**config.mk**
```make
export PLATFORM = sky130hd
export DESIGN_NAME = bmp24_stream_decoder
export DESIGN_NICKNAME = d
export VERILOG_FILES = /design/src/design/bmp24_pkg.sv /design/src/design/bmp24_stream_decoder.sv
export SDC_FILE = /design/constraint.sdc
export NUM_CORES = 1
export LEC_CHECK = 0
export BUFFER_PORTS_ARGS = -buffer_cell sky130_fd_sc_hd__buf_2
export CAP_MARGIN = 40
export CORE_UTILIZATION = 40
export DETAILED_ROUTE_END_ITERATION = 8
export PLACE_DENSITY_LB_ADDON = 0.15
export SLEW_MARGIN = 15
export SYNTH_ARGS = -nofsm -noshare
export SYNTH_HDL_FRONTEND = slang
export SYNTH_SLANG_ARGS = --single-unit
export TNS_END_PERCENT = 10
```
**constraint.sdc**
```tcl
create_clock -name clk -period 12.1 [get_ports clk]
set_input_delay 0.605 -clock clk [delete_from_list [all_inputs] [get_ports clk]]
set_output_delay 0.605 -clock clk [all_outputs]
set_load 0.005 [all_outputs]
```
**src/design/bmp24_pkg.sv**
```systemverilog
// shared constants, status codes and result word type for the bmp24 stream decoder
`default_nettype none
package bmp24_pkg;

  // default size limits
  localparam int MAX_WIDTH_DEF  = 4096;
  localparam int MAX_HEIGHT_DEF = 4096;

  // header layout, byte offsets from the start of the file
  localparam int unsigned HDR_LEN    = 54;
  localparam int unsigned SIG_OFS    = 0;
  localparam int unsigned WIDTH_OFS  = 18;
  localparam int unsigned HEIGHT_OFS = 22;
  localparam int unsigned DEPTH_OFS  = 28;
  localparam int unsigned COMP_OFS   = 30;

  // expected header values
  localparam logic [15:0] SIG_VALUE = 16'h4D42;
  localparam logic [15:0] DEPTH_24  = 16'd24;

  // result status codes
  typedef enum logic [2:0] {
    ST_HEADER_OK = 3'd0,
    ST_PIXEL     = 3'd1,
    ST_BAD_SIG   = 3'd2,
    ST_BAD_COMP  = 3'd3,
    ST_BAD_DEPTH = 3'd4,
    ST_TOO_LARGE = 3'd5
  } status_t;

  // one result word
  typedef struct packed {
    status_t     status;
    logic        last;
    logic [12:0] height;
    logic [12:0] width;
    logic [11:0] row;
    logic [11:0] col;
    logic [7:0]  blue;
    logic [7:0]  green;
    logic [7:0]  red;
  } out_word_t;

endpackage
`default_nettype wire

```
**src/design/bmp24_stream_decoder.sv**
```systemverilog
// 24-bit uncompressed bmp byte stream decoder: header parse and pixel assembly
// results are registered: each result goes to the output register, or to the skid register while it is stalled
// throughput: one byte per cycle; the header, pixel and padding counters update in
// the same cycle the byte is taken, and a skid register holds one result while the
// output is stalled, so input stops only when both output registers are full
// reset: synchronous active-low rst_n returns the parser to header byte 0 and empties
// the output registers
`default_nettype none
module bmp24_stream_decoder #(
  parameter int MAX_WIDTH  = bmp24_pkg::MAX_WIDTH_DEF,
  parameter int MAX_HEIGHT = bmp24_pkg::MAX_HEIGHT_DEF
) (
  input  wire logic        clk,
  input  wire logic        rst_n,
  input  wire logic        in_tvalid,
  output logic             in_tready,
  input  wire logic [7:0]  in_tdata,   // data_byte
  input  wire logic [0:0]  in_tuser,   // start_of_file
  output logic             out_tvalid,
  input  wire logic        out_tready,
  output logic [79:0]      out_tdata,  // red, green, blue, column, row, image_width,
                                       // image_height, zero fill
  output logic [2:0]       out_tuser,  // status
  output logic             out_tlast   // last_pixel
);

  localparam int CW = ($clog2(MAX_WIDTH) > 12) ? $clog2(MAX_WIDTH) : 12;
  localparam int RW = ($clog2(MAX_HEIGHT) > 12) ? $clog2(MAX_HEIGHT) : 12;

  typedef enum logic [1:0] {
    PH_HEADER,
    PH_PIXELS,
    PH_PAD,
    PH_IDLE
  } phase_t;

  phase_t              phase_r, phase_nxt;
  logic [5:0]          hidx_r, hidx_nxt;
  logic [15:0]         sig_r, sig_nxt;
  logic [31:0]         width_r, width_nxt;
  logic [31:0]         height_r, height_nxt;
  logic [15:0]         depth_r, depth_nxt;
  logic [31:0]         comp_r, comp_nxt;
  logic [CW-1:0]       col_r, col_nxt;
  logic [RW-1:0]       row_r, row_nxt;
  logic [1:0]          bip_r, bip_nxt;
  logic [1:0]          pad_r, pad_nxt;
  logic [7:0]          blue_r, blue_nxt;
  logic [7:0]          green_r, green_nxt;
  logic                ov_r, ov_nxt;
  logic                sv_r, sv_nxt;
  bmp24_pkg::out_word_t ow_r, ow_nxt;
  bmp24_pkg::out_word_t sw_r, sw_nxt;

  logic                 accept;
  logic                 push;
  bmp24_pkg::out_word_t res;
  logic [31:0]          w_size;
  logic [31:0]          h_size;

  assign accept = in_tvalid && in_tready;
  assign in_tready = !sv_r;

  // header sizes, negative reads as zero
  assign w_size = width_r[31] ? 32'd0 : width_r;
  assign h_size = height_r[31] ? 32'd0 : height_r;

  // parser next state and result for the byte on the input
  always_comb begin
    phase_t     ph;
    logic [5:0] idx;
    logic [5:0] lane;
    logic       col_end;
    logic       row_end;
    ph         = in_tuser[0] ? PH_HEADER : phase_r;
    idx        = in_tuser[0] ? 6'd0 : hidx_r;
    lane       = 6'd0;
    col_end    = (32'(col_r) + 32'd1) >= w_size;
    row_end    = (32'(row_r) + 32'd1) >= h_size;
    phase_nxt  = phase_r;
    hidx_nxt   = hidx_r;
    sig_nxt    = sig_r;
    width_nxt  = width_r;
    height_nxt = height_r;
    depth_nxt  = depth_r;
    comp_nxt   = comp_r;
    col_nxt    = col_r;
    row_nxt    = row_r;
    bip_nxt    = bip_r;
    pad_nxt    = pad_r;
    blue_nxt   = blue_r;
    green_nxt  = green_r;
    push       = 1'b0;
    res        = '0;
    res.width  = w_size[12:0];
    res.height = h_size[12:0];

    if (accept) begin
      if (in_tuser[0]) begin
        phase_nxt = PH_HEADER;
        hidx_nxt  = 6'd0;
        col_nxt   = '0;
        row_nxt   = '0;
        bip_nxt   = 2'd0;
        pad_nxt   = 2'd0;
      end
      case (ph)
        PH_HEADER: begin
          // capture little-endian header fields
          if (32'(idx) < bmp24_pkg::SIG_OFS + 2) begin
            lane = idx - 6'(bmp24_pkg::SIG_OFS);
            if (lane[0]) sig_nxt[15:8] = in_tdata;
            else sig_nxt[7:0] = in_tdata;
          end else if (32'(idx) >= bmp24_pkg::WIDTH_OFS &&
                       32'(idx) < bmp24_pkg::WIDTH_OFS + 4) begin
            lane = idx - 6'(bmp24_pkg::WIDTH_OFS);
            width_nxt[lane[1:0]*8 +: 8] = in_tdata;
          end else if (32'(idx) >= bmp24_pkg::HEIGHT_OFS &&
                       32'(idx) < bmp24_pkg::HEIGHT_OFS + 4) begin
            lane = idx - 6'(bmp24_pkg::HEIGHT_OFS);
            height_nxt[lane[1:0]*8 +: 8] = in_tdata;
          end else if (32'(idx) >= bmp24_pkg::DEPTH_OFS &&
                       32'(idx) < bmp24_pkg::DEPTH_OFS + 2) begin
            lane = idx - 6'(bmp24_pkg::DEPTH_OFS);
            if (lane[0]) depth_nxt[15:8] = in_tdata;
            else depth_nxt[7:0] = in_tdata;
          end else if (32'(idx) >= bmp24_pkg::COMP_OFS &&
                       32'(idx) < bmp24_pkg::COMP_OFS + 4) begin
            lane = idx - 6'(bmp24_pkg::COMP_OFS);
            comp_nxt[lane[1:0]*8 +: 8] = in_tdata;
          end

          if (32'(idx) + 1 < bmp24_pkg::HDR_LEN) begin
            hidx_nxt = idx + 6'd1;
          end else begin
            // last header byte: report status
            hidx_nxt = 6'd0;
            push     = 1'b1;
            if (sig_r != bmp24_pkg::SIG_VALUE) begin
              res.status = bmp24_pkg::ST_BAD_SIG;
            end else if (comp_r != 32'd0) begin
              res.status = bmp24_pkg::ST_BAD_COMP;
            end else if (depth_r != bmp24_pkg::DEPTH_24) begin
              res.status = bmp24_pkg::ST_BAD_DEPTH;
            end else if (w_size > 32'(MAX_WIDTH) || h_size > 32'(MAX_HEIGHT)) begin
              res.status = bmp24_pkg::ST_TOO_LARGE;
            end else begin
              res.status = bmp24_pkg::ST_HEADER_OK;
            end
            if (res.status != bmp24_pkg::ST_HEADER_OK) begin
              phase_nxt = PH_IDLE;
            end else if (w_size == 32'd0 || h_size == 32'd0) begin
              res.last  = 1'b1;
              phase_nxt = PH_IDLE;
            end else begin
              phase_nxt = PH_PIXELS;
              col_nxt   = '0;
              row_nxt   = '0;
              bip_nxt   = 2'd0;
              pad_nxt   = 2'd0;
            end
          end
        end
        PH_PAD: begin
          // skip row padding
          if (pad_r > 2'd1) begin
            pad_nxt = pad_r - 2'd1;
          end else begin
            pad_nxt   = 2'd0;
            phase_nxt = PH_PIXELS;
          end
        end
        PH_PIXELS: begin
          // assemble blue, green, red into one pixel
          if (bip_r == 2'd0) begin
            blue_nxt = in_tdata;
            bip_nxt  = 2'd1;
          end else if (bip_r == 2'd1) begin
            green_nxt = in_tdata;
            bip_nxt   = 2'd2;
          end else begin
            bip_nxt    = 2'd0;
            push       = 1'b1;
            res.status = bmp24_pkg::ST_PIXEL;
            res.red    = in_tdata;
            res.green  = green_r;
            res.blue   = blue_r;
            res.col    = col_r[11:0];
            res.row    = row_r[11:0];
            if (col_end) begin
              col_nxt = '0;
              if (row_end) begin
                res.last  = 1'b1;
                phase_nxt = PH_IDLE;
              end else begin
                row_nxt = row_r + RW'(1);
                pad_nxt = w_size[1:0];
                if (w_size[1:0] != 2'd0) phase_nxt = PH_PAD;
              end
            end else begin
              col_nxt = col_r + CW'(1);
            end
          end
        end
        default: begin
          // idle until the next start of file
        end
      endcase
    end
  end

  // output register with skid stage
  always_comb begin
    ov_nxt = ov_r;
    sv_nxt = sv_r;
    ow_nxt = ow_r;
    sw_nxt = sw_r;
    if (!ov_r || out_tready) begin
      if (sv_r) begin
        ow_nxt = sw_r;
        ov_nxt = 1'b1;
        sv_nxt = 1'b0;
      end else begin
        ow_nxt = res;
        ov_nxt = push;
      end
    end else if (push) begin
      sw_nxt = res;
      sv_nxt = 1'b1;
    end
  end

  // state and registered outputs
  always_ff @(posedge clk) begin
    if (!rst_n) begin
      phase_r <= PH_HEADER;
      hidx_r  <= 6'd0;
      col_r   <= '0;
      row_r   <= '0;
      bip_r   <= 2'd0;
      pad_r   <= 2'd0;
      ov_r    <= 1'b0;
      sv_r    <= 1'b0;
    end else begin
      phase_r <= phase_nxt;
      hidx_r  <= hidx_nxt;
      col_r   <= col_nxt;
      row_r   <= row_nxt;
      bip_r   <= bip_nxt;
      pad_r   <= pad_nxt;
      ov_r    <= ov_nxt;
      sv_r    <= sv_nxt;
    end
    sig_r    <= sig_nxt;
    width_r  <= width_nxt;
    height_r <= height_nxt;
    depth_r  <= depth_nxt;
    comp_r   <= comp_nxt;
    blue_r   <= blue_nxt;
    green_r  <= green_nxt;
    ow_r     <= ow_nxt;
    sw_r     <= sw_nxt;
  end

  // output word packing
  assign out_tvalid = ov_r;
  assign out_tuser  = ow_r.status;
  assign out_tlast  = ow_r.last;
  assign out_tdata  = {6'd0, ow_r.height, ow_r.width, ow_r.row, ow_r.col,
                       ow_r.blue, ow_r.green, ow_r.red};

endmodule
`default_nettype wire
```
==> out/results.tsv <==
stage	metric	value	unit
outcome	status	finished clean	
sta	slew_violations	0	
clock_tree	cts_buffers	38	
worst_setup_path	cp.required	12.56	ns
clock_tree	cts.htree.levels	2	
clock_tree	clkLatencyLatePin	0.52	ns
floorplan	dieArea	0.0362	sq mm
clock_tree	cts_tree	done	
worst_setup_path	cp-start-kind	flop	
clock_tree	path_clk_slew	0.06	ns
route	drtIter0Drc	641	
sta	skew	0.0130	ns
floorplan	initial_core_util	0.408	
grt	antenna_found_initial	1	
final_layout	n_antenna_cell	0	
grt	grt_pass1_wl	49800	microns
worst_setup_path	end_kind	flop	
floorplan	die_w	190	microns
synthesis	ys_ff_latch	338	
final_layout	syn_to_final_growth	16.1	%
final_layout	final_cell_area	0.0165	sq mm
synthesis	ys.flop_type	edfxtp_1	
final_layout	final_cell_mix	300 x edfxtp_1, 92 x buf_2, 81 x nand2_1	
final_layout	final_layout_size_suffix_gt1_frac	0.162	
floorplan	io_pins	99	
synthesis	synth-async-reset-ratio	0	
clock_tree	cts.sinks	338	
clock_tree	cts_setup_buffers	0	
synthesis	synth_top_family_by_area	simple AND/OR/NAND/NOR gates	
place	gp_congestion	0.877	
power	powerDensity	151	mW/mm^2
grt	overflow	0	
grt	grt_max_degree	56	
synthesis	muxShareOfSynthArea	0.00327	
sta	max-slew-margin-rel	0.462	
final_layout	fin_nets	1220	
place	placed_area	0.0152	sq mm
synthesis	synthXorXnorAreaFrac	0.0111	
flow_run	cap_violations	0	
route	drc	0	
synthesis	syn_area_per_cell	13.2	sq um
route	num_vias	8764	
worst_setup_path	crit_type	reg2reg	
clock_tree	clockRootBuffer	clkbuf_16	
hold_path	hp-class	in2reg	
sta	rsz0062_at_grt	false	
synthesis	synth_simple_gate_area_share	0.139	
place	dp_hpwl	22100	microns
grt	grt_pass1_vias	8543	
synthesis	synthAdderAreaFrac	0.0300	
sta	fin_crit_sh	0.325	
clock_tree	cts.repair.resized	0	
sta	period_needed	3.93	ns
synthesis	synth_compound_area_frac	0.0993	
route	viasPerCell	5.29	
power	ir_worst_vdd	0.0695	mV
power	power	2.49	mW
worst_setup_path	worstPathMaxFanout	9	
synthesis	synth_edf_count	300	
sta	setup_viol	0	
synthesis	ys_types	70	
power	p_leak	7.03	nW
sta	fin_setup_tns	0	ns
sta	hold_viol_final	0	
synthesis	synth_area	0.0142	sq mm
synthesis	yosysWarnings	0	
synthesis	syn_inst	1070	
worst_setup_path	crit_arrival	4.39	ns
floorplan	die_y	190	microns
final_layout	final_common_cell	edfxtp_1	
route	ant_nets	0	
clock_tree	clk_path_buf_depth	3	
sta	timing.fmax	254	MHz
floorplan	num_rows	68	
grt	grt_use_total	0.178	
route	first_pass_iters	4	
sta	tightest_slew	0.805	ns
floorplan	core_region_area	0.0347	sq mm
synthesis	ys_seq_area_frac	0.689	
place	port_buffers	92	
route	wl_per_cell	19.2	microns
clock_tree	hold_buffers	0	
route	wl	31800	microns
==> final cells by class <==
cell class / instances / area, sq um
multi-input combinational: 638 / 4050
timing repair buffer: 104 / 583
fill: 3097 / 18300
tap: 455 / 569
sequential: 338 / 9770
clock buffer: 47 / 1030
inverter: 53 / 199
clock inverter: 21 / 267
==> critical path: stages, from the launching register on <==
cell	delay, ns
dfxtp_1	0.44
ha_1	0.30
and3_1	0.22
and3_1	0.20
and3_1	0.25
and3_1	0.21
nand2b_1	0.13
nand2_1	0.06
ha_1	0.30
inv_1	0.07
o221ai_1	0.13
a21oi_1	0.19
o41a_1	0.27
o311ai_4	0.18
nor3_1	0.66
mux2_4	0.26
==> state kept, by name (all words and copies together), names as in the netlist, 16 cells and up <==
register and cells:
height_r 32, depth_r 16, out_tdata 74, width_r 32, sig_r 16, sw_r 78, comp_r 32
==> report_power, final <==
part	internal, mW	switching (mW)	leakage (nW)	total [mW]
clock network	0.733	0.450	0.639	1.18
logic	0.00982	0.0339	3.00	0.0437
registers	1.26	0.00272	3.39	1.26
==> cell families (layout without fill, tap and decap cells) <==
kind of cell,after synthesis,after routing
muxes,4,4
other,1,6
xor gates and xnor gates,18,18
adders and majority gates,34,34
AOI/OAI and AO/OA,203,203
DFF,338,338
and+or+nand+nor,373,373
buffers and inverters,99,225
==> routing by layer <==
metal  up-vias  global-route usage  share of wire
met3        43              0.0261          0.039
met1      4307               0.258           0.48
met5         -                   0              0
met4         0              0.0449          0.017
met2       208               0.282           0.47
li1       4206                   -              -
==> cells in the mapped netlist (all sizes together) (4+ instances only) <==
library cell,instances,area share
or3,5,0.0022
clkbuf,36,0.0095
dfxtp,38,0.054
nor2,75,0.020
o21ai,49,0.018
nand3,16,0.0064
xnor2,12,0.0074
o21a,7,0.0038
nand2b,32,0.014
nor3,25,0.0092
inv,53,0.014
nand2,82,0.022
edfxtp,300,0.64
buf,10,0.0046
and3,52,0.023
a21o,65,0.034
xor2,6,0.0037
and2,12,0.0053
a21oi,35,0.012
ha,34,0.030
nand4,15,0.0066
a31oi,4,0.0018
nor4,36,0.018
o22ai,4,0.0018
nor2b,8,0.0035
a22o,4,0.0025
a211o,4,0.0025
==> metrics by stage <==
stage          cells  worst slack (ns)  utilization  hold slack (ns)
2_1_floorplan   1075              5.41            -            0.458
5_1_grt         1656              7.87        0.474            0.453
4_1_cts         1656              8.11        0.474            0.434
6_report        1656              8.17        0.474            0.450
3_3_place_gp    1586              7.70        0.436            0.490
3_5_place_dp    1588              7.72        0.437            0.489
==> final timing paths <==
check             startpoint   endpoint  slack [ns]  cells after the start
setup / recovery    row_r[0]   row_r[0]        8.17                     15
setup reg to reg    row_r[0]   row_r[0]        8.17                     15
hold reg to reg     bip_r[0]   bip_r[0]        0.51                      2
hold / removal         rst_n  hidx_r[5]        0.45                      2
(Power assumes the default switching activity.)
